### src/rtl/bounded_deque_with_search_core_defines.svh
// Assertion macros for the bounded deque core.
// No dependencies; included by the top level only.
`ifndef BOUNDED_DEQUE_WITH_SEARCH_CORE_DEFINES_SVH
`define BOUNDED_DEQUE_WITH_SEARCH_CORE_DEFINES_SVH

// Condition that holds at every clock edge out of reset.
`define BDQ_ASSERT_ALWAYS(label, clk, rst_n, cond, msg) \
    label: assert property (@(posedge clk) disable iff (!rst_n) (cond)) \
        else $error(msg);

// Consequent that holds in the cycle after the antecedent.
`define BDQ_ASSERT_NEXT(label, clk, rst_n, ante, cons, msg) \
    label: assert property (@(posedge clk) disable iff (!rst_n) (ante) |=> (cons)) \
        else $error(msg);

`endif

### src/rtl/bdq_pkg.sv
// Shared types and constants for the bounded deque core.
// No dependencies; used by the cell and the top level.
package bdq_pkg;

    localparam int DEPTH_DEF      = 64;
    localparam int DATA_WIDTH_DEF = 32;
    localparam int CMD_W          = 3;
    localparam int VALUE_W        = 32;
    localparam int POS_W          = 7;
    localparam int STATUS_W       = 3;
    localparam int OUT_DATA_W     = 32;
    localparam int CNT_OUT_W      = 7;

    typedef enum logic [CMD_W-1:0] {
        CMD_PUSH_FRONT = 3'd0,
        CMD_PUSH_BACK  = 3'd1,
        CMD_POP_FRONT  = 3'd2,
        CMD_POP_BACK   = 3'd3,
        CMD_REMOVE     = 3'd4,
        CMD_CONTAINS   = 3'd5,
        CMD_READ_POS   = 3'd6
    } t_cmd_code;

    typedef enum logic [STATUS_W-1:0] {
        ST_OK        = 3'd0,
        ST_EMPTY     = 3'd1,
        ST_FULL      = 3'd2,
        ST_NOT_FOUND = 3'd3,
        ST_BAD_POS   = 3'd4
    } t_status;

    typedef struct packed {
        logic [CMD_W-1:0]   cmd;
        logic [VALUE_W-1:0] value;
        logic [POS_W-1:0]   position;
    } t_cmd;

    typedef struct packed {
        logic [STATUS_W-1:0]   status;
        logic [OUT_DATA_W-1:0] data;
        logic                  found;
        logic [CNT_OUT_W-1:0]  entry_count;
        logic                  is_empty;
    } t_res;

    typedef enum logic [1:0] {
        CELL_HOLD       = 2'd0,
        CELL_TAKE_LEFT  = 2'd1,
        CELL_TAKE_RIGHT = 2'd2,
        CELL_LOAD_KEY   = 2'd3
    } t_cell_op;

    typedef struct packed {
        logic     capture;
        logic     use_match;
        t_cell_op op;
    } t_cell_ctl;

endpackage

### src/rtl/bdq_cell.sv
// One storage cell of the deque chain: entry, compare and neighbor shift.
// Depends on bdq_pkg for the cell control struct.
module bdq_cell #(
    parameter int DATA_WIDTH = bdq_pkg::DATA_WIDTH_DEF,
    parameter int CNT_W      = 7,
    parameter int INDEX      = 0
) (
    input  logic                  i_clk,
    input  bdq_pkg::t_cell_ctl    i_ctl,
    input  logic [DATA_WIDTH-1:0] i_key,
    input  logic [CNT_W-1:0]      i_idx,
    input  logic [CNT_W-1:0]      i_count,
    input  logic [DATA_WIDTH-1:0] i_left,
    input  logic [DATA_WIDTH-1:0] i_right,
    input  logic                  i_first,
    input  logic                  i_ge_match,
    output logic [DATA_WIDTH-1:0] o_data,
    output logic                  o_match,
    output logic                  o_sel,
    output logic [DATA_WIDTH-1:0] o_pick
);

    localparam logic [CNT_W-1:0] MY_IDX = CNT_W'(INDEX);

    logic [DATA_WIDTH-1:0] r_data;
    logic                  r_sel;
    logic                  r_ge;

    always_ff @(posedge i_clk) begin
        if (i_ctl.capture) begin
            r_sel <= i_ctl.use_match ? i_first    : (i_idx == MY_IDX);
            r_ge  <= i_ctl.use_match ? i_ge_match : (MY_IDX >= i_idx);
        end
        case (i_ctl.op)
            bdq_pkg::CELL_TAKE_LEFT: begin
                r_data <= i_left;
            end
            bdq_pkg::CELL_TAKE_RIGHT: begin
                if (r_ge) begin
                    r_data <= i_right;
                end
            end
            bdq_pkg::CELL_LOAD_KEY: begin
                if (r_sel) begin
                    r_data <= i_key;
                end
            end
            default: begin
            end
        endcase
    end

    assign o_data  = r_data;
    assign o_match = (r_data == i_key) && (MY_IDX < i_count);
    assign o_sel   = r_sel;
    assign o_pick  = r_sel ? r_data : '0;

endmodule
### config.mk
export PLATFORM = sky130hd
export DESIGN_NAME = bdq_cell
export DESIGN_NICKNAME = d
export VERILOG_FILES = /design/src/rtl/bounded_deque_with_search_core_defines.svh /design/src/rtl/bdq_pkg.sv /design/src/rtl/bdq_cell.sv
export SDC_FILE = /design/constraint.sdc
export NUM_CORES = 1
export LEC_CHECK = 0
export BUFFER_PORTS_ARGS = -buffer_cell sky130_fd_sc_hd__buf_4
export CORE_MARGIN = 3
export CORE_UTILIZATION = 38
export CTS_CLUSTER_DIAMETER = 80
export DETAILED_ROUTE_END_ITERATION = 6
export PLACE_DENSITY = 0.85
export SETUP_SLACK_MARGIN = 0.4
export SLEW_MARGIN = 30
export SYNTH_ARGS = -nofsm -noshare
export SYNTH_HDL_FRONTEND = slang
export SYNTH_SLANG_ARGS = --single-unit
### constraint.sdc
create_clock -name i_clk -period 3.4 [get_ports i_clk]
set_input_delay 0.17 -clock i_clk [delete_from_list [all_inputs] [get_ports i_clk]]
set_output_delay 0.17 -clock i_clk [all_outputs]
set_load 0.1 [all_outputs]
==> summary.md <==
| Metric | Value |
|---|---|
| ANT nets after route | `0` |
| Post-synth design cell area | `2310 um^2` |
| Worst EP arrival | `2.20 ns` |
| Register Area | `1020 um^2` |
| RSZ-0062 raised after global routing | `no` |
| Area of the multi-input gates | `1260 um^2` |
| First-pass detailed-route iteration total | `4` |
| CP peak stage delay | `0.45 ns` |
| Syn avg cell area | `10.0 um^2` |
| Synth area leaders | `edfxtp_1 44%, mux2i_1 14%, xor2_1 11%` |
| WHS Path Cells | `1` |
| NumNets Final | `525` |
| Synth Area in Adders | `0%` |
| Tightest Hold Check Type | `in -> reg` |
| FF-to-FF Start | `r_ge$_DFFE_PP_` |
| Slowest cell on the critical path | `nor4_1` |
| Port Buffers | `182` |
| Die height | `84.0 um` |
| Final-report setup violation count | `0` |
| Via density | `4.89` |
| Post-synthesis xor/xnor area fraction | `12.1%` |
| Die ar. | `7060 um^2` |
| Critical path, cell by cell | `xor2_1 -> nor4_1 -> nand4_1 -> a2111oi_4 -> buf_4` |
| Sum Neg Setup Slack | `0 ns` |
| Fin crit share | `69.8%` |
| Crit. End Element | `output port` |
| Simple-gate area share of the yosys netlist | `19.2%` |
| Antenna diodes | `0` |
| Overall Power | `1.76 mW` |
| Ys Warns | `0` |
| Max Slew Vio Count | `0` |
| Largest fanout on the critical path | `3` |
| Main combinational cell family by area after synthesis | `simple AND/OR/NAND/NOR gates` |
| Fin crit period | `2.37 ns` |
| Relative slew margins | `58.5%` |
| Fin. Hold Viols | `0` |
| Hold WS | `0.0896 ns` |
| Mux contribution to synthesized area | `13.9%` |
| Num Clock Sinks | `34` |
| Fillers | `477` |
| Clock root buffer master | `clkbuf_8` |
| Layout area overhead | `65.8%` |
| Fmax | `421 MHz` |
| Pwr dens | `459 nW/um^2` |
| Setup repair bufs after CTS | `0` |
| Cell Rows | `27` |
| Hold_buf cts | `0` |
| TritonCTS clock tree | `built` |
| Sequential fraction of the synthesis area | `44.2%` |
| Layout cell share with drive strength beyond 1 | `47.4%` |
| HP Start | `i_ctl[3]` |
| H-tree depth | `2` |
| IO Pins | `183` |
| CTS resizes | `0` |
| Yosys top cell area share | `44.2%` |
| Initial antenna violation count | `0` |
| Cells after Synth | `231` |
| DRC errors left | `0` |
| Initial Util | `40.5%` |
| Core ar. | `5710 um^2` |
| Synth Area in Compound Gates | `8.06%` |
| Worst Tran Pin Value | `0.623 ns` |
| Hold EP | `o_sel$_DFFE_PP_` |
| First-pass GRT wire length | `12100 um` |
| R2R depth | `3` |
| Pin count of the biggest net entering global routing | `67` |
| Routed len/inst | `16.0 um` |
| Yosys reg bits | `34` |
| Maxcap violations | `0` |
| Area leader, netlist | `edfxtp_1` |
| Number of global-route vias before repair | `2443` |
| R2r setup slk | `1.70 ns` |
| Routed Wire Length | `7670 um` |
| R2r endpoint | `o_data[25]$_DFFE_PP_` |
| HPWL after detailed placement | `6100 um` |
| Commonest non-fill, non-tap cell in the layout | `buf_4` |
| Die X | `84.0 um` |
| Total CTS buffers | `5` |
| Crit path launch type | `flip-flop` |
| Required time of the critical path | `3.23 ns` |
| Static leakage | `1.80 nW` |
| Syn Nets | `348` |
| Clk Latency, worst-skew pair | `0.28 ns` |
| Most frequent cells in the layout | `184 x buf_4, 34 x edfxtp_1, 33 x a21oi_1` |
| Final Skew | `0.0104 ns` |
| Gr usage total | `21.4%` |
| Max VDD drop | `0.239 mV` |
| Iteration-0 DRC Markers | `61` |
| Grt ovf | `0` |
| Vias | `2351` |
| Clock transition at path regs | `0.07 ns` |
| GP Congestion | `0.848` |
| Clock Tree Buf Depth | `2` |
| Run status | `complete, no violations` |
| Distinct cells, synth | `18` |
| Worst Setup Path Type | `reg -> out` |
[cell type report]
class | count | area share (%)
Clock buffer | 5 | 1.80
Clock inverter | 3 | 0.294
Inverter | 1 | 0.0979
Multi-Input combinational cell | 182 | 32.8
Sequential cell | 34 | 26.6
Tap cell | 72 | 2.35
Timing Repair Buffer | 184 | 36.0
[stage by stage]
step	worst slack (ns)	utilization [%]	area (um^2)	instances
floorplan	0.484	-	2330	231
global placement	1.32	65.7	3750	473
detailed placement	1.25	65.7	3750	473
CTS	0.949	67.1	3830	481
global route	0.851	67.1	3830	481
finish	1.03	67.1	3830	481
[power by group]
part	internal (mW)	switching, mW
clock	0.137	0.139
combinational	0.250	0.685
sequential	0.515	0.0337
[worst max-delay path by stage]
stage	cells after the start	to	startpoint
after CTS	5	o_match	o_data[21]$_DFFE_PP_
after global placement	4	o_data[21]$_DFFE_PP_	i_ctl[1]
after detailed placement	4	o_data[28]$_DFFE_PP_	i_ctl[1]
after floorplan	4	o_match	o_data[31]$_DFFE_PP_
final	5	o_match	o_data[21]$_DFFE_PP_
after global routing	5	o_match	o_data[21]$_DFFE_PP_
[state kept, by name (all words and copies together) (netlist names)]
| name | cells |
|---|---|
| o_data | 32 |
| r_ge | 1 |
| o_sel | 1 |
[logic make-up (layout without fill, tap and decap cells)]
| kind of cell | after synthesis | in the layout |
|---|---|---|
| AND/OR/NAND/NOR | 83 | 83 |
| flip-flops | 34 | 34 |
| buffers and inverters | 15 | 193 |
| multiplexers | 32 | 32 |
| XOR/XNOR | 32 | 32 |
| AO/OA/AOI/OAI | 35 | 35 |
[metal layers]
layer | global-route usage, % | vias up | routed length [um]
li1 | - | 1168 | -
met1 | 23.3 | 1062 | 2680
met2 | 40.3 | 110 | 4270
met3 | 5.03 | 11 | 591
met4 | 6.58 | 0 | 127
met5 | 0 | - | 0
[Yosys cell counts]
cell type	number
buf_2	4
xor2_1	28
a2111oi_2	1
nand4_1	2
clkbuf_1	10
a31oi_1	1
mux2i_1	32
nand2_1	5
and2_1	32
nor4_2	3
nor4_1	7
nor3_1	1
xnor2_1	4
nand3_1	1
nor2_1	32
a21oi_1	33
edfxtp_1	34
inv_1	1
[critical path: cells and delay by family (launching register included)]
kind                      cells  cell delay [ns]
xor gates and xnor gates      1             0.18
buffers and inverters         1             0.34
and+or+nand+nor               2             0.67
DFF                           1             0.42
AOI/OAI and AO/OA             1             0.31
Power figures use the tool's default switching activity.
